[config.mk]
export PLATFORM = sky130hd
export DESIGN_NAME = bsd_square
export DESIGN_NICKNAME = d
export VERILOG_FILES = /design/src/rtl/box_signed_distance_top_assert.svh /design/src/rtl/bsd_square.sv
export SDC_FILE = /design/constraint.sdc
export NUM_CORES = 2
export LEC_CHECK = 0
export BUFFER_PORTS_ARGS = -buffer_cell sky130_fd_sc_hd__buf_2
export CAP_MARGIN = 20
export CORE_ASPECT_RATIO = 1.1
export CORE_MARGIN = 2
export CORE_UTILIZATION = 60
export CTS_CLUSTER_SIZE = 24
export DETAILED_ROUTE_END_ITERATION = 8
export PLACE_DENSITY_LB_ADDON = 0.3
export SYNTH_ARGS = -nofsm -noshare
export SYNTH_HDL_FRONTEND = slang
export SYNTH_SLANG_ARGS = --single-unit
[constraint.sdc]
create_clock -name i_clk -period 10.1 [get_ports i_clk]
set_clock_uncertainty 0.1 [all_clocks]
set_input_delay 1.01 -clock i_clk [delete_from_list [all_inputs] [get_ports i_clk]]
set_output_delay 1.01 -clock i_clk [all_outputs]
set_load 0.02 [all_outputs]
[src/rtl/box_signed_distance_top_assert.svh]
// Assertion macros shared by the box distance RTL.
// Each macro takes a label, clock, active-low reset, antecedent,
// consequent and message.
`ifndef BOX_SIGNED_DISTANCE_TOP_ASSERT_SVH
`define BOX_SIGNED_DISTANCE_TOP_ASSERT_SVH

// consequent checked in the same cycle as the antecedent
`define BSD_ASSERT_SAME(lbl, clk, rst_n, ante, cons, msg) \
    lbl: assert property (@(posedge clk) disable iff (!rst_n) (ante) |-> (cons)) \
        else $error(msg);

// consequent checked in the cycle after the antecedent
`define BSD_ASSERT_NEXT(lbl, clk, rst_n, ante, cons, msg) \
    lbl: assert property (@(posedge clk) disable iff (!rst_n) (ante) |=> (cons)) \
        else $error(msg);

`endif

[src/rtl/bsd_square.sv]
// ----------------------------------------------------------------------------
// bsd_square
// Two-stage square of the positive part of a signed term, built from three
// half-width partial products.
// ----------------------------------------------------------------------------
module bsd_square #(
    parameter int TERM_W = 35
) (
    input  logic                    i_clk,
    input  logic [TERM_W-1:0]       i_term,
    output logic [2*TERM_W-3:0]     o_square
);

    localparam int MAG_W = TERM_W - 1;
    localparam int LO_W  = (MAG_W + 1) / 2;
    localparam int HI_W  = MAG_W - LO_W;
    localparam int SQ_W  = 2 * MAG_W;

    logic [MAG_W-1:0] w_pos;
    logic [HI_W-1:0]  w_hi;
    logic [LO_W-1:0]  w_lo;

    // negative or zero terms contribute nothing
    assign w_pos = (!i_term[TERM_W-1] && (|i_term)) ? i_term[MAG_W-1:0] : '0;
    assign w_hi  = w_pos[MAG_W-1:LO_W];
    assign w_lo  = w_pos[LO_W-1:0];

    logic [2*HI_W-1:0]    r_hh;
    logic [HI_W+LO_W-1:0] r_hl;
    logic [2*LO_W-1:0]    r_ll;

    always_ff @(posedge i_clk) begin
        r_hh <= w_hi * w_hi;
        r_hl <= w_hi * w_lo;
        r_ll <= w_lo * w_lo;
    end

    // (h*2^L + l)^2 = h^2*2^2L + 2hl*2^L + l^2
    logic [SQ_W-1:0] n_square;
    logic [SQ_W-1:0] r_square;

    assign n_square = {r_hh, {(2*LO_W){1'b0}}}
                    + {{(HI_W-1){1'b0}}, r_hl, {(LO_W+1){1'b0}}}
                    + {{(2*HI_W){1'b0}}, r_ll};

    always_ff @(posedge i_clk) begin
        r_square <= n_square;
    end

    assign o_square = r_square;

endmodule

After elaboration in Yosys (flattened, before gate mapping)
Cells that the tools add are included. W data, S select, Z words.

Bits of input ports: 36. Bits in registers: 170. Word-level logic and storage cells: 13. Output and inout bits: 68.

Reductions and logical operators: 3. Multiply operators: 3. Add/subtract/negate cells: 2. Multiplexer cells: 1.

Operators by type and width (number): $mul A17 B17 Y34 (3); $add A68 B34 Y68 (1); $add A68 B52 Y68 (1); $reduce_or A35 Y1 (1); $mux W34 (1); $logic_and A1 B1 Y1 (1); $logic_not A1 Y1 (1).

Depth between registers and ports, before layout
Depth after elaboration: 4. Gate-level depth with buffers: 30. Mapped depth without buffers: 27.

Worst setup path after synthesis
OpenSTA, ideal clock, no wires.

Path kind: input -> register. Start: input i_term[32]. End: register r_hh[20]. Buffers on the path: 4. Required time: 9928 ps. Setup time: 72 ps. Path slack: 2407 ps. Stages on the path: 25. Data arrival time: 7521 ps. Cells stage by stage: clkbuf_1 -> nor4_1 -> and4_1 -> a31oi_1 -> clkbuf_1 -> clkbuf_1 -> buf_2 -> nand3_1 -> fa_1 -> fa_1 -> fa_1 -> inv_1 -> fa_1 -> fa_1 -> inv_1 -> fa_1 -> inv_1 -> ha_1 -> or2_2 -> or4_1 -> o21a_1 -> a21o_1 -> a21o_1 -> a21oi_1 -> xnor2_1.

Longest elaborated chain between the ends: 4.

Ends and longest elaborated chain: from (decl) (line bsd_square.sv:10) `input logic [TERM_W-1:0] i_term,`; $reduce_or A35 Y1 (line bsd_square.sv:24) `assign w_pos = (!i_term[TERM_W-1] && (|i_term)) ? i_term[MAG_W-1:0] : '0;`; $logic_and A1 B1 Y1 (line bsd_square.sv:24); $mux W34 (*) (line bsd_square.sv:24); $mul A17 B17 Y34 (*) (line bsd_square.sv:33) `r_hh <= w_hi * w_hi;`; to (signal assigned) (line bsd_square.sv:33); to (decl) (line bsd_square.sv:28) `logic [2*HI_W-1:0] r_hh;`.

Every way passes the cells marked *; elsewhere a longest branch is shown, timed or not.

Worst setup path after layout
Start: input i_term[24]. End: register r_hh[29].

Same word-level chain as after synthesis.

==> flow_summary.ini <==
[cts]
h-tree-depth = 4
cts-root-buf = clkbuf_16
cts_buffers = 17
clk_pin_slew_ns = 0.07
cts-resized-gates = 0
clkSinkCount = 167
cts_tree = done
insertion_delay_ns = 0.49
post_cts_buffers = 0
postCtsHoldBufs = 0
cts_buffer_depth = 2

[cells_and_area]
post-route-util_pct = 63.79
area_growth_pct = 4.966
nets = 4532
final_cell_area_um2 = 33430
drive_gt1_share_pct = 5.512

[die]
initial_utilization_pct = 60.77
dieWidth_um = 223.7
num_io_pins = 104
die_y_um = 245.6
core_area_um2 = 52410
row_count = 88
dieArea_um2 = 54940

[synth]
synth_top_area_share_pct = 38.15
synth-adder-area-share_pct = 51.74
synth_fp_nets = 4548
yosysMostFrequentCell = inv_1
synth-edff-count = 0
synthFlopType = dfxtp_1
syn-instance-count = 3559
yosysSeqAreaShare_pct = 10.50
ys_types = 69
ys_ff_latch = 167
synth_top_family_by_area = adder cells
synth.cell_area_um2 = 31850
synthMuxAreaShare_pct = 0.1375
synth_compound_area_share_pct = 7.904
synthTopCellsByCount = inv_1 (839), fa_1 (607), nand2_1 (376)
yosys.area_share.simple_pct = 13.76
synth_xor_area_share_pct = 3.822
synth_area_per_cell_um2 = 8.949
async_flop_share_pct = 0
synthTopCellsByArea = fa_1 (38%), ha_1 (14%), dfxtp_1 (10%)
ys_warn_count = 0
yosys.area.top_type = fa_1

[routing]
drc = 0
vias = 24000
ant_nets = 0
avgRoutedWirePerCell_um = 18.22
routed_wl_mm = 77.11
firstDrtPassIters = 5
drt-initial-drc-count = 1800
viasPerCell = 5.670

[pwr]
power_leakage_uw = 0.01850
power_density_nw_per_um2 = 249.3
irDropWorstVdd_mv = 0.2493

[critical_path]
critPathRequiredTime_ns = 10.38
setup.worst_path.end_class = register
crit_arrival_ns = 8.76
worstSetupPathType = in2reg
worst-path-max-fanout = 61
worstSetupStartpointType = input port

[run]
max_cap_violations = 0

[min_path]
hp-class = reg2reg

[global_route]
antenna_found_initial = 3
grt_use_total_pct = 29.56
grt_start_max_net_pins = 71
gr-usage-met1_pct = 38.06
gr-usage-met2_pct = 48.43
top_usage_layer = met2
grt_pass1_wl_mm = 126.1
grt_pass1_vias = 24850
grt-ovfl-total = 0
met3_usage_pct = 7.277

[sta]
hold_viol = 0
tightest_slew_ns = 1.070
setup_violations = 0
fmax_ghz = 0.1178
fin_crit_sh_pct = 84.03
fin_crit_ns = 8.487
relSlewSlack_pct = 28.49
slew_viol_final = 0
rsz0062_at_grt = false
setup_tns_ns = 0
fin_hold_ws_ns = 0.2261

[outcome]
status = finished clean

[place]
placed_area_um2 = 32840
port_buffers = 102
gp_congestion = 0.9275
dp_hpwl_mm = 61.19
report_power, final:
| part | leakage, µW | switching (µW) | internal [µW] | total (µW) |
|---|---|---|---|---|
| combinational | 0.0168 | 3950 | 2590 | 6530 |
| sequential | 0.00140 | 111 | 1040 | 1150 |
| clock | 0.000284 | 323 | 328 | 651 |
critical path: stages:
cell      delay (ns)
buf_2           0.11
nor4_1          0.70
and4_1          0.36
a31oi_4         0.17
buf_12          0.23
and2_1          0.37
nand2_1         0.21
inv_1           0.09
fa_1            0.54
inv_1           0.06
fa_1            0.53
inv_1           0.05
fa_1            0.47
fa_1            0.45
fa_1            0.51
inv_1           0.05
fa_1            0.47
inv_1           0.04
ha_1            0.40
nand4_1         0.16
nor2_1          0.14
o21ai_0         0.14
nand2_1         0.15
a32oi_1         0.17
o31ai_1         0.65
a211oi_1        0.16
a311o_1         0.33
layout by cell type, fill, tap and decap left out, drive strengths merged, types with 3 or more instances in the layout:
cell,instances
a211o,4
a211oi,18
a21boi,8
a21o,61
a21oi,111
a221oi,7
a31o,3
a31oi,19
and2,70
and3,223
and4,3
buf,143
clkbuf,17
clkinv,8
dfxtp,167
fa,607
ha,346
inv,849
mux2,3
nand2,376
nand2b,12
nand3,48
nand4,21
nor2,67
nor2b,25
nor3,12
nor4,8
o211ai,12
o21a,18
o21ai,68
o21bai,19
o31a,4
o31ai,11
or2,4
or3,8
or4,3
xnor2,101
xor2,38
sequential cells by signal, summed over array words and instances, names as in the netlist:
register	count
o_square	67
r_ll	33
r_hh	33
r_hl	34
final cells by class:
cell class / count / area (µm²)
Tap cell: 675 / 844.6
Sequential cell: 167 / 3343
Timing Repair Buffer: 143 / 830.8
Clock buffer: 17 / 425.4
Antenna cell: 2 / 5.005
Fill cell: 4364 / 18980
Inverter: 843 / 3164
Clock inverter: 15 / 158.9
Multi-Input combinational cell: 2371 / 24660
worst paths after layout:
path	startpoint	endpoint	slack [ns]	cells past startpoint
min	r_ll[0]$_DFF_P_	o_square[0]$_DFF_P_	0.23	0
min reg2reg	r_ll[0]$_DFF_P_	o_square[0]$_DFF_P_	0.23	0
max	i_term[24]	r_hh[29]$_DFF_P_	1.61	27
max reg2reg	r_hl[1]$_DFF_P_	o_square[53]$_DFF_P_	6.59	9
logic make-up (layout without fill, tap and decap cells):
group                      after synthesis  after routing
DFF                                    167            167
muxes                                    4              4
AOI/OAI and AO/OA                      388            388
and+or+nand+nor                        886            886
other                                    1              3
adders and majority gates              953            953
buffers and inverters                 1021           1018
xor gates and xnor gates               139            139
routing by layer:
metal  part of all wire, %  up-vias
met5                 0.010        -
met4                   3.7        2
met3                   9.9      151
met2                    47      971
met1                    40    11950
li1                      -    10930
per-stage QoR:
stage / worst slack [ns] / power (µW) / instances
floorplan: 2.407 / 5910 / 3559
global placement: 1.327 / 7462 / 4199
detailed placement: 1.123 / 7563 / 4199
CTS: 1.642 / 8271 / 4231
global route: 1.204 / 9173 / 4232
finish: 1.613 / 8334 / 4233
Power figures use the tool's default switching activity.
