$ cat src/rtl/box_signed_distance_top_assert.svh
// Assertion macros shared by the box distance RTL.
// Each macro takes a label, clock, active-low reset, antecedent,
// consequent and message.
`ifndef BOX_SIGNED_DISTANCE_TOP_ASSERT_SVH
`define BOX_SIGNED_DISTANCE_TOP_ASSERT_SVH

// consequent checked in the same cycle as the antecedent
`define BSD_ASSERT_SAME(lbl, clk, rst_n, ante, cons, msg) \
    lbl: assert property (@(posedge clk) disable iff (!rst_n) (ante) |-> (cons)) \
        else $error(msg);

// consequent checked in the cycle after the antecedent
`define BSD_ASSERT_NEXT(lbl, clk, rst_n, ante, cons, msg) \
    lbl: assert property (@(posedge clk) disable iff (!rst_n) (ante) |=> (cons)) \
        else $error(msg);

`endif

$ cat src/rtl/bsd_axis_term.sv
// ----------------------------------------------------------------------------
// bsd_axis_term
// Two-stage per-axis term: D = |2p - low - high| - (high - low), exact.
// ----------------------------------------------------------------------------
module bsd_axis_term #(
    parameter int COORD_W = 32
) (
    input  logic               i_clk,
    input  logic [COORD_W-1:0] i_point,
    input  logic [COORD_W-1:0] i_low,
    input  logic [COORD_W-1:0] i_high,
    output logic [COORD_W+2:0] o_term
);

    // stage 1: doubled offset from center and edge length
    logic [COORD_W+1:0] n_off;
    logic [COORD_W:0]   n_span;
    logic [COORD_W+1:0] r_off;
    logic [COORD_W:0]   r_span;

    assign n_off  = {i_point[COORD_W-1], i_point, 1'b0}
                  - {{2{i_low[COORD_W-1]}}, i_low}
                  - {{2{i_high[COORD_W-1]}}, i_high};
    assign n_span = {i_high[COORD_W-1], i_high} - {i_low[COORD_W-1], i_low};

    always_ff @(posedge i_clk) begin
        r_off  <= n_off;
        r_span <= n_span;
    end

    // stage 2: magnitude minus edge
    logic [COORD_W+1:0] n_mag;
    logic [COORD_W+2:0] n_term;
    logic [COORD_W+2:0] r_term;

    assign n_mag  = r_off[COORD_W+1] ? (~r_off + 1'b1) : r_off;
    assign n_term = {1'b0, n_mag} - {{2{r_span[COORD_W]}}, r_span};

    always_ff @(posedge i_clk) begin
        r_term <= n_term;
    end

    assign o_term = r_term;

endmodule

$ cat config.mk
export PLATFORM = sky130hd
export DESIGN_NAME = bsd_axis_term
export DESIGN_NICKNAME = d
export VERILOG_FILES = /design/src/rtl/box_signed_distance_top_assert.svh /design/src/rtl/bsd_axis_term.sv
export SDC_FILE = /design/constraint.sdc
export NUM_CORES = 1
export LEC_CHECK = 0
export BUFFER_PORTS_ARGS = -buffer_cell sky130_fd_sc_hd__buf_2
export CAP_MARGIN = 25
export CORE_MARGIN = 4
export CORE_UTILIZATION = 50
export CTS_CLUSTER_DIAMETER = 120
export DETAILED_ROUTE_END_ITERATION = 12
export HOLD_SLACK_MARGIN = 0.08
export PLACE_DENSITY_LB_ADDON = 0.25
export SETUP_SLACK_MARGIN = 0.1
export SYNTH_ARGS = -nofsm -noshare
export SYNTH_HDL_FRONTEND = slang
export SYNTH_SLANG_ARGS = --single-unit
$ cat constraint.sdc
create_clock -name i_clk -period 3.8 [get_ports i_clk]
set_input_delay 0.57 -clock i_clk [delete_from_list [all_inputs] [get_ports i_clk]]
set_output_delay 0.57 -clock i_clk [all_outputs]
set_load 0.005 [all_outputs]
## Word-level counts from Yosys, hierarchy flattened

Index checks and enable logic that the tools add are counted.
Widths: inputs -> output; s select.

- Register bits: 102
- Output and inout bits: 35

- Add/sub/neg operators: 5
- Bitwise gates (word level): 1
- Mux-type cells: 1

Operators by type and width:

| kind | count |
|---|---|
| $sub 34x35->35 | 1 |
| $add 34x1->34 const B | 1 |
| $mux 34 | 1 |
| $not 34->34 | 1 |
| $sub 33x32->34 | 1 |
| $sub 34x34->34 | 1 |
| $sub 32x32->33 | 1 |

## Depth between registers and ports, before layout

Gate-level depths: netlist of run 1.

- Depth in word-level cells: 4
- Mapped depth: 20
- Mapped depth without buffers: 20

## Worst setup path after synthesis of run 1

OpenSTA, ideal clock, no wires.

- Kind: reg-to-reg
- Start point: register r_off[13]
- End point: register r_term[31], in the netlist o_term[31]
- Setup time: 119 ps
- Cell stages (with the launch flop): 15
- Data arrival time: 3228 ps
- Path buffers: 1
- Path slack: 453 ps
- Clock period less this slack: 3347 ps
- Required time: 3681 ps
- Cells stage by stage: dfxtp_1 > or4_1 > nor2_1 > nand3_1 > o31ai_1 > xnor2_1 > ha_1 > clkbuf_1 > and3_1 > o211ai_1 > a21o_1 > a31oi_2 > nand3_1 > a311o_1 > xnor2_1

- Longest elaborated chain between the ends: 4

RTL lines:

| element | line | RTL |
|---|---|---|
| from (decl) | bsd_axis_term.sv:18 | `logic [COORD_W+1:0] r_off;` |
| from (signal assigned) | bsd_axis_term.sv:27 | `r_off <= n_off;` |
| $not 34->34 | bsd_axis_term.sv:36 | `assign n_mag = r_off[COORD_W+1] ? (~r_off + 1'b1) : r_off;` |
| $add 34x1->34 | bsd_axis_term.sv:36 |  |
| $mux 34 * | bsd_axis_term.sv:36 |  |
| $sub 34x35->35 * | bsd_axis_term.sv:37 | `assign n_term = {1'b0, n_mag} - {{2{r_span[COORD_W]}}, r_span};` |
| net n_term[31] | bsd_axis_term.sv:33 | `logic [COORD_W+2:0] n_term;` |
| to (signal assigned) | bsd_axis_term.sv:40 | `r_term <= n_term;` |
| to (decl) | bsd_axis_term.sv:34 | `logic [COORD_W+2:0] r_term;` |

The timed path passes the listed nets; every way through them passes the cells marked *.

## Worst setup path in the final report of run 1

Ends and elaborated chain as after synthesis.

==> results by group, run 1 <==
Clocking
  • Root Driver: clkbuf_16
  • Max clock buf depth: 2
  • CTS sink count: 102
  • Post-CTS Hold Fix Bufs: 0
  • Clock slew at reported path FFs: 70 ps
  • H-tree levels: 3
  • CTS tree: built
  • Worst-Skew Late Latency: 350 ps
  • Total CTS buffers: 9

Power and ir drop
  • Power Density: 836 nW/µm²
  • Switching Share: 44.5%
  • Sequential share of power: 21.3%
  • Clock power frac: 10.6%
  • Switch Pwr: 4.01 mW
  • Pint: 5.01 mW
  • Static Leak: 5.23 nW
  • VDD IR-drop max: 0.000581 V
  • Logic pwr share: 68.0%

Global route
  • Vias in the first global route: 7,291
  • All-Layer GR Usage: 20.1%
  • Initial antenna violation count: 0
  • First-pass GRT wire length: 34,000 µm
  • Largest net degree at the start of global routing: 19
  • Grt total ovfl: 0

Placement
  • Port bufs: 131
  • Final HPWL DP: 17,700 µm
  • Routability cong.: 0.916

Yosys
  • Top cells by area, synth: dfxtp_1 (22%), ha_1 (18%), xnor2_1 (8.7%), fa_1 (7.4%), inv_1 (5.7%)
  • Synthesized area: 9160 µm²
  • Cells after Synth: 1,076
  • Main combinational cell family by area after synthesis: adder cells
  • Simple-gate share of the synthesized area: 12.6%
  • Synthesized net count: 1,338
  • Post-Synth Adder-Cell Area: 25.3%
  • Seq/Total Area, Yosys: 22.3%
  • Netlist cell types: 67
  • Area leader, netlist: dfxtp_1
  • Primary FF master, synth: dfxtp_1
  • Post-synth EDFFs: 0
  • Post-synth top area share: 22.3%
  • FFs w/ async S/R, synth: 0%
  • Post-synthesis compound-gate area fraction: 22.1%
  • XOR/XNOR Fraction of Synth Area: 11.5%
  • Yosys warning count: 0
  • Seq cells post-synth: 102
  • Mux cell area share after synthesis: 0%
  • Synthesized area per cell: 8.52 µm²

Detailed routing
  • DR vias/cell: 5.35
  • Initial DRT Pass Iterations: 5
  • Per-cell routed wire length: 14.7 µm
  • Routed WL: 21,500 µm
  • DRC viols: 0
  • Antenna Nets Post-Route: 0
  • 1st-iter DRT viols: 381
  • Via count: 7,817

Critical path
  • Worst setup path class: reg -> reg
  • CP Launch Type: flip-flop
  • CP Data Arrival Time: 3830 ps
  • Worst-path fanout max: 6
  • Worst Setup End Kind: flip-flop
  • Worst Path Required: 4070 ps

Run status
  • Outcome: finished, final reports clean

Floorplan
  • Row count: 49
  • Initial Util: 50.8%
  • Die Height: 143 µm
  • Core area: 18,000 µm²
  • Die W: 143 µm
  • Io pins: 132
  • Area of the die: 20,600 µm²

Timing
  • Minimum clock period after layout: 3560 ps
  • Final setup fails: 0
  • Hold Fails Final Rpt: 0
  • Crit share post-route: 93.7%
  • Final Max Tran Viols: 0
  • Unrepaired setup endpoints after global routing: no
  • Highest clock rate: 281 MHz
  • Worst Skew: 8.31 ps
  • Post-route setup TNS: 0 ps
  • Worst slew margin: 56.2%
  • Worst Tran Pin Value: 656 ps

Flow run
  • Max-cap violations: 0

Worst hold path
  • Worst hold-check path type: reg -> reg

Finish
  • Final nets: 1,490
  • # diodes: 0
  • Final core utilization: 59.9%
  • Fraction of layout cells with a size suffix above 1: 19.2%
  • Area grow syn2layout: 17.9%
logic make-up after synthesis:
kind of cell	after synthesis
adders and majority gates	165
DFF	102
and+or+nand+nor	235
buffers and inverters	153
AOI/OAI and AO/OA	301
xor gates and xnor gates	120
what timing repair did:
action / 4_1_cts / 5_1_grt
endpoints found under the setup margin: 2 / 10
pin swaps: 0 / 22
resized for setup: 1 / 60
setup buffers: 0 / 11
cell usage after synthesis, types with 7 or more instances:
library cell and instances:
o31ai_1 10, nand2b_1 8, a21o_1 38, nor2b_1 11, a31oi_1 17, a21oi_1 80
o41ai_1 7, o21bai_1 19, nor4_1 9, dfxtp_1 102, nor2_1 62, fa_1 34
nand4_1 12, inv_1 139, nand2_1 64, xor2_1 29, clkbuf_1 13, o21ai_0 58
o211ai_1 7, a211oi_1 7, xnor2_1 91, o21a_1 10, ha_1 131, and3_1 10
nand3_1 17, nor3_1 18
critical path, stage by stage, from the launching register on:
cell	delay [ps]
dfxtp_1	340
or4_4	570
nor2_4	170
nand3_4	110
o41ai_4	350
xnor2_1	130
ha_1	360
buf_4	130
inv_1	90
o21bai_1	180
a21oi_1	150
a31oi_4	240
nand3_1	130
a311o_1	340
xnor2_1	180
path summary, 6_finish.rpt:
kind | startpoint | endpoint | slack, ps | depth (start not counted)
worst min-delay path | r_span[32]$_DFF_P_ | o_term[34]$_DFF_P_ | 470 | 1
worst min register to register | r_span[32]$_DFF_P_ | o_term[34]$_DFF_P_ | 470 | 1
worst max register to register | r_off[13]$_DFF_P_ | o_term[31]$_DFF_P_ | 240 | 14
worst max-delay path | r_off[13]$_DFF_P_ | o_term[31]$_DFF_P_ | 240 | 14
layout by cell type, fill, tap and decap left out, types with 4 or more instances in the layout:
cell type,instances
nor3_1,14
xor2_1,29
nor2b_1,11
a31oi_1,17
o21bai_1,18
a21oi_1,75
a21oi_2,7
clkbuf_16,9
xnor2_1,91
fa_1,34
a211oi_1,5
o21ai_1,9
buf_2,131
nand2_1,58
nand2b_1,8
nor4_1,9
dfxtp_1,101
a31o_2,4
a311o_1,4
o211ai_1,7
buf_4,24
o31ai_2,4
and3_1,10
ha_1,125
o21ai_0,52
nand2_2,6
nand4_1,12
o21a_1,10
inv_1,139
a21o_1,38
nor2_1,57
o31ai_1,7
ha_2,5
nand3_1,15
metal layers:
| layer | wire length (µm) | track usage [%] | share of wire [%] |
|---|---|---|---|
| met1 | 10900 | 30.7 | 51 |
| met2 | 9080 | 29.6 | 42 |
| met3 | 1240 | 2.66 | 5.8 |
| met4 | 327 | 5.55 | 1.5 |
| met5 | 0 | 0 | 0 |
sequential cells by signal, indices dropped and copies added, names as in the netlist:
signal / count
r_span: 33
r_off: 34
o_term: 35
area by class of cell:
type	count	area, µm²
Fill cell	1598	7220
Multi-Input combinational cell	821	6800
Sequential cell	102	2040
Timing Repair Buffer	155	836
Inverter	139	522
Tap cell	229	287
Clock buffer	10	239
Clock inverter	6	76.3
power groups by stage:
stage / registers [mW] / clock network [mW] / logic, mW
after floorplan: 1.85 / 0 / 4.23
after global placement: 1.88 / 0 / 5.41
after detailed placement: 1.89 / 0 / 5.47
after CTS: 1.87 / 0.978 / 5.52
after global routing: 1.98 / 1.02 / 6.78
final: 1.93 / 0.958 / 6.14
metrics by stage:
stage	setup slack, ps	hold slack (ps)	area [µm²]	std cells	power (mW)
after floorplan	453	435	9160	1076	6.08
after global placement	158	449	10100	1435	7.29
after detailed placement	99.0	455	10100	1435	7.36
after CTS	101	465	10500	1451	8.37
after global routing	46.3	503	10800	1462	9.78
final	240	469	10800	1462	9.02
Power figures use the tool's default switching activity.
==> run 2, diff against run 1 <==
CORE_UTILIZATION = 59   (was 50)
==> run 2 against run 1 <==
Global-route usage rose by 3.2 points. Core utilization rose by 9.9 points. Sequential power barely moved. Worst setup slack improved by 13 ps. Clock-buffer cell count fell by 1. Critical endpoint is now o_term[34]$_DFF_P_.
==> results by group, run 2 (synthesis results as in run 1) <==
Finish
  • Most frequent cells in the layout: inv_1 (139), buf_2 (131), ha_1 (124)
  • Fraction of layout cells with a size suffix above 1: 18.2% (-1.0 points)
  • Commonest non-fill, non-tap cell in the layout: inv_1
  • # diodes: 0 (unchanged)
  • Filler cells: 1,268 (-21%)
  • Area grow syn2layout: 15.8%
  • Final nets: 1,485 (-0.34%)
  • Max reg flops: 35 (unchanged)

Timing
  • Minimum clock period after layout: 3550 ps (-12.5 ps)
  • Worst Tran Pin Value: 633 ps (-23.6 ps)
  • Post-route setup TNS: 0 ps (unchanged)
  • Final setup fails: 0 (unchanged)
  • Hold Fails Final Rpt: 0 (unchanged)
  • Hold_ws: 471 ps (+2.69 ps)
  • Crit share post-route: 93.3% (-0.33 points)
  • Final Max Tran Viols: 0 (unchanged)
  • Unrepaired setup endpoints after global routing: no
  • Worst slew margin: 57.4% (+1.2 points)
  • Highest clock rate: 282 MHz (+0.35%)
  • Worst Skew: 8.82 ps (+0.506 ps)

Floorplan
  • Core area: 15,200 µm² (-16%)
  • Row count: 45 (-8.2%)
  • Die W: 133 µm (-7.5%)
  • Die Height: 133 µm (-7.5%)
  • Area of the die: 17,600 µm² (-14%)
  • Io pins: 132 (unchanged)
  • Initial Util: 60.3% (+9.4 points)

Global route
  • All-Layer GR Usage: 23.3% (+3.2 points)
  • Initial antenna violation count: 0 (unchanged)
  • Grt total ovfl: 0 (unchanged)
  • First-pass GRT wire length: 34,400 µm (+1.1%)
  • Largest net degree at the start of global routing: 19 (unchanged)
  • Vias in the first global route: 7,435 (+2.0%)

Clocking
  • H-tree levels: 3 (unchanged)
  • CTS sink count: 102 (unchanged)
  • Max clock buf depth: 2 (unchanged)
  • Total CTS buffers: 9 (unchanged)
  • Root Driver: clkbuf_16
  • Post-CTS Hold Fix Bufs: 0 (unchanged)
  • CTS tree: built
  • Clock slew at reported path FFs: 70 ps (about the same)
  • Worst-Skew Late Latency: 350 ps (about the same)

Flow run
  • Max-cap violations: 0 (unchanged)

Run status
  • Outcome: finished, final reports clean

Critical path
  • Worst Path Required: 4080 ps (about the same)
  • Reg2Reg Depth: 15 (+1)
  • CP cell instances: nor3_2 > nand2_1 > or3_4 > o31ai_2 > xnor2_1 > ha_2 > nand3_2 > nor2_2 > nand4b_1 > a311oi_2 > o21ai_0 > and4b_1 > o21a_1 > o21ai_1 > xnor2_1
  • Crit. Startpoint: r_off[1]$_DFF_P_
  • Worst setup path class: reg -> reg
  • Largest delay share family, worst path: simple AND/OR/NAND/NOR gates
  • Reg2reg end: o_term[34]$_DFF_P_
  • Worst Setup End Kind: flip-flop
  • Worst-path fanout max: 7 (+1)
  • CP max stage cell: ha_2
  • RR Startpoint: r_off[1]$_DFF_P_
  • CP peak stage delay: 410 ps (-160 ps)
  • Most frequent cell on the critical path: xnor2_1
  • CP Data Arrival Time: 3820 ps (about the same)
  • R2R Setup Slk: 250 ps (about the same)
  • CP Buf/Inv Count: 0 (-2)
  • CP Launch Type: flip-flop

Detailed routing
  • Per-cell routed wire length: 15.1 µm (+2.8%)
  • DRC viols: 0 (unchanged)
  • Routed WL: 21,400 µm (-0.50%)
  • Initial DRT Pass Iterations: 5 (unchanged)
  • DR vias/cell: 5.60 (+4.7%)
  • Antenna Nets Post-Route: 0 (unchanged)
  • Via count: 7,921 (+1.3%)
  • 1st-iter DRT viols: 697 (+83%)

Placement
  • Final HPWL DP: 17,600 µm (-0.70%)
  • Routability cong.: 0.975 (+6.4%)
  • Port bufs: 131 (unchanged)

Power and ir drop
  • VDD IR-drop max: 0.000407 V (-30%)
  • Power Density: 831 nW/µm² (-0.56%)
  • Static Leak: 5.17 nW (-1.1%)

Worst hold path
  • Worst hold-check path type: reg -> reg
  • HP Start: r_span[32]$_DFF_P_
  • Hold Path Sink: o_term[34]$_DFF_P_
  • Hold Path Cell Cnt: 1 (unchanged)
## run 2: worst reg2reg max path, cell delays in order, from the launching register on
cell      delay (ps)
dfxtp_1          320
nor3_2           210
nand2_1          150
or3_4            380
o31ai_2          210
xnor2_1          100
ha_2             410
nand3_2          130
nor2_2           150
nand4b_1         180
a311oi_2         370
o21ai_0          130
and4b_1          230
o21a_1           230
o21ai_1          160
xnor2_1          120
## run 2: what timing repair did
action                     CTS  global route
setup buffers                0             7
cloned                       0             0
setup endpoints to repair    2            10
pin swaps                    1            13
gates resized for setup      2            43
## run 2: metal layers
metal  global-route usage (%)  part of all wire [%]
met1                     34.6                    50
met2                     36.0                    42
met3                     2.85                   6.3
met4                     5.60                   1.5
met5                        0                     0
## run 2: area by class of cell
class | instances | area, µm² | area share (%)
multi-input cells | 821 | 6710 | 63.2
flip-flops and latches | 102 | 2040 | 19.2
repair buffers | 150 | 798 | 7.52
inverters | 139 | 522 | 4.92
well taps | 188 | 235 | 2.22
clock buffers | 9 | 225 | 2.12
clock inverters | 6 | 78.8 | 0.743
## run 2: per-stage QoR
step	instance area [µm²]	setup slack, ps	util, %	instances	power [mW]
finish	10600	253	69.8	1415	8.82
floorplan	9160	453	-	1076	6.08
detailed placement	10100	45.4	66.4	1393	7.37
global placement	10100	139	66.4	1393	7.30
CTS	10400	106	68.4	1408	8.35
global route	10600	47.9	69.8	1415	9.58
## run 2: report_power, final
group	internal, mW	switching (mW)	leakage, nW	total, mW
logic	2.75	3.26	4.16	6.01
registers	1.60	0.297	0.861	1.90
clock network	0.520	0.397	0.150	0.917
## run 2: how the worst max path moves through the flow
stage / to / slack, ps / cells past startpoint
final: o_term[34]$_DFF_P_ / 250 / 15
after global placement: o_term[32]$_DFF_P_ / 140 / 16
after floorplan: o_term[31]$_DFF_P_ / 450 / 14
after CTS: o_term[32]$_DFF_P_ / 110 / 18
after detailed placement: o_term[32]$_DFF_P_ / 50 / 16
after global routing: o_term[34]$_DFF_P_ / 50 / 18
==> run 3, diff against run 2 <==
CORE_MARGIN = 8   (was 4)
CORE_UTILIZATION = 60   (was 59)
CTS_BUF_LIST = sky130_fd_sc_hd__clkbuf_4   (was default)
==> run 3 against run 2 <==
Cell count grew 0.92%. Sequential cell count is the same. Global-route usage shrank 1.8 points. Power shrank 3.4%. Non-clock buffer count grew 11. Hold slack lost 71 ps. First-iteration DRC count shrank 30%. Via count grew 0.40%. Register-to-register slack lost 60 ps. Core utilization grew 0.21 points. Sequential power is essentially flat. Fmax shrank 1.7%. Critical path type unchanged.
==> results by group, run 3 (synthesis results as in run 1) <==
Global route
  • Vias in the first global route: 7,715 (+3.8%)
  • First-pass GRT wire length: 35,300 µm (+2.8%)
  • Grt total ovfl: 0 (unchanged)
  • All-Layer GR Usage: 21.4% (-1.8 points)
  • Largest net degree at the start of global routing: 18 (-1)
  • Initial antenna violation count: 1 (+1)

Detailed routing
  • Antenna Nets Post-Route: 0 (unchanged)
  • Routed WL: 21,700 µm (+1.4%)
  • Via count: 7,953 (+0.40%)
  • DRC viols: 0 (unchanged)
  • 1st-iter DRT viols: 491 (-30%)
  • Initial DRT Pass Iterations: 5 (unchanged)
  • DR vias/cell: 5.57 (-0.51%)
  • Per-cell routed wire length: 15.2 µm (+0.52%)

Clocking
  • Clock slew at reported path FFs: 150 ps (+80 ps)
  • Max clock buf depth: 2 (unchanged)
  • Root Driver: clkbuf_4
  • CTS sink count: 102 (unchanged)
  • H-tree levels: 3 (unchanged)
  • Total CTS buffers: 9 (unchanged)
  • Post-CTS Hold Fix Bufs: 0 (unchanged)
  • CTS tree: built
  • Worst-Skew Late Latency: 470 ps (+120 ps)

Power and ir drop
  • Static Leak: 5.15 nW (-0.34%)
  • Logic pwr share: 71.2% (+3.1 points)
  • Pint: 4.65 mW (-4.5%)
  • Sequential share of power: 22.3% (+0.8 points)
  • Switch Pwr: 3.86 mW (-2.2%)
  • Power Density: 806 nW/µm² (-3.0%)
  • VDD IR-drop max: 0.000450 V (+11%)
  • Switching Share: 45.4% (+0.59 points)
  • Clock power frac: 6.5% (-3.9 points)

Timing
  • Worst Skew: 20.1 ps (+11.3 ps)
  • Final Max Tran Viols: 0 (unchanged)
  • Worst Tran Pin Value: 607 ps (-25.2 ps)
  • Hold Fails Final Rpt: 0 (unchanged)
  • Crit share post-route: 95.0% (+1.6 points)
  • Final setup fails: 0 (unchanged)
  • Worst slew margin: 59.4% (+2.0 points)
  • Highest clock rate: 277 MHz (-1.7%)
  • Minimum clock period after layout: 3610 ps (+62.5 ps)

Flow run
  • Max-cap violations: 0 (unchanged)

Critical path
  • CP Data Arrival Time: 4000 ps (+180 ps)
  • CP cell instances: nor3_2 > nand2_1 > nor3_2 > nand2_1 > o31ai_1 > xnor2_1 > ha_1 > nand2_1 > nor3_1 > a221oi_2 > nand2_1 > o21a_1 > nor2_2 > and4b_1 > a2111oi_4 > xnor2_1
  • Worst-path fanout max: 4 (-3)
  • Most frequent cell on the critical path: nand2_1
  • CP peak stage delay: 360 ps (-50 ps)
  • Worst Setup End Kind: flip-flop
  • CP Launch Type: flip-flop
  • Worst setup path class: reg -> reg
  • Largest delay share family, worst path: simple AND/OR/NAND/NOR gates
  • CP Buf/Inv Count: 0 (unchanged)
  • CP max stage cell: dfxtp_2
  • Worst Path Required: 4200 ps (+120 ps)

Floorplan
  • Die W: 140 µm (+5.2%)
  • Io pins: 132 (unchanged)
  • Core area: 15,100 µm² (-0.74%)
  • Area of the die: 19,500 µm² (+11%)
  • Die Height: 140 µm (+5.2%)
  • Row count: 45 (unchanged)
  • Initial Util: 60.7% (+0.45 points)

Run status
  • Outcome: finished, final reports clean

Placement
  • Final HPWL DP: 17,800 µm (+1.6%)
  • Placed Cells: 1,395 (+0.14%)
  • Port bufs: 131 (unchanged)
  • DP Area: 10,100 µm² (+0.15%)
  • Routability cong.: 0.955 (-2.1%)

Finish
  • Commonest non-fill, non-tap cell in the layout: inv_1
  • Most frequent cells in the layout: inv_1 (137), buf_2 (131), ha_1 (125)
  • Max reg flops: 35 (unchanged)
  • Area grow syn2layout: 15.3%
  • Fraction of layout cells with a size suffix above 1: 19.6% (+1.4 points)
  • Final nets: 1,496 (+0.74%)
  • Non-Filler Instances: 1,428 (+0.92%)
  • Design area: 10,600 µm² (-0.45%)

Worst hold path
  • Worst hold-check path type: in -> reg
-- run 3: cell count changes in the layout (fill, tap and decap cells not counted), moves of 5 or more --
| cell | change |
|---|---|
| buf_4 | +11 |
| clkbuf_4 | +11 |
| clkbuf_16 | -9 |
| dfxtp_1 | -6 |
| dfxtp_2 | +5 |
-- run 3: worst min-delay path, stage by stage --
cell and delay (ps):
buf_2 110, inv_1 50, ha_1 130
-- run 3: power by group through the flow --
stage                     logic (mW)  clock network (mW)  registers (mW)
after floorplan                 4.23                   0            1.85
after global placement          5.40                   0            1.87
after detailed placement        5.47                   0            1.88
after CTS                       5.51               0.566            1.85
after global routing            6.67               0.607            1.95
final                           6.06               0.554            1.90
-- run 3: cell type report --
cell class / count / area, µm²
antenna: 1 / 2.50
clock buffer: 11 / 82.6
clock inverter: 5 / 60.1
fill: 1239 / 4520
inverter: 139 / 522
multi-input combinational: 821 / 6730
sequential: 102 / 2050
tap: 188 / 235
timing repair buffer: 161 / 881
-- run 3: worst paths after layout --
path	start	endpoint	slack, ps	cells past startpoint
min reg2reg	r_span[32]$_DFF_P_	o_term[34]$_DFF_P_	470	1
min	i_low[0]	r_off[0]$_DFF_P_	400	3
max	r_off[1]$_DFF_P_	o_term[32]$_DFF_P_	190	16
max reg2reg	r_off[1]$_DFF_P_	o_term[32]$_DFF_P_	190	16
-- run 3: metal layers --
metal | vias to the layer above | GRT usage [%] | share of wire (%)
li1 | 4039 | - | -
met1 | 3646 | 30.5 | 50
met2 | 241 | 32.7 | 43
met3 | 27 | 4.00 | 6.2
met4 | 0 | 5.26 | 1.4
met5 | - | 0 | 0
-- run 3: timing repair --
item | 4_1_cts | 5_1_grt
cloned | 0 | 0
hold endpoints to repair | 0 | 0
endpoints found under the setup margin | 3 | 13
resized for setup | 0 | 56
pin swaps | 2 | 25
buffers inserted | 0 | 16
-- run 3: per-stage QoR --
stage          worst slack, ps  hold slack (ps)  total power, mW  TNS, ps  util (%)
4_1_cts                   63.4              383             7.93        0      67.9
6_report                   190              400             8.52        0      70.0
2_1_floorplan              453              435             6.08        0         -
5_1_grt                   -109              389             9.23     -204      70.0
3_3_place_gp               162              448             7.26        0      67.0
3_5_place_dp               100              460             7.35        0      67.0
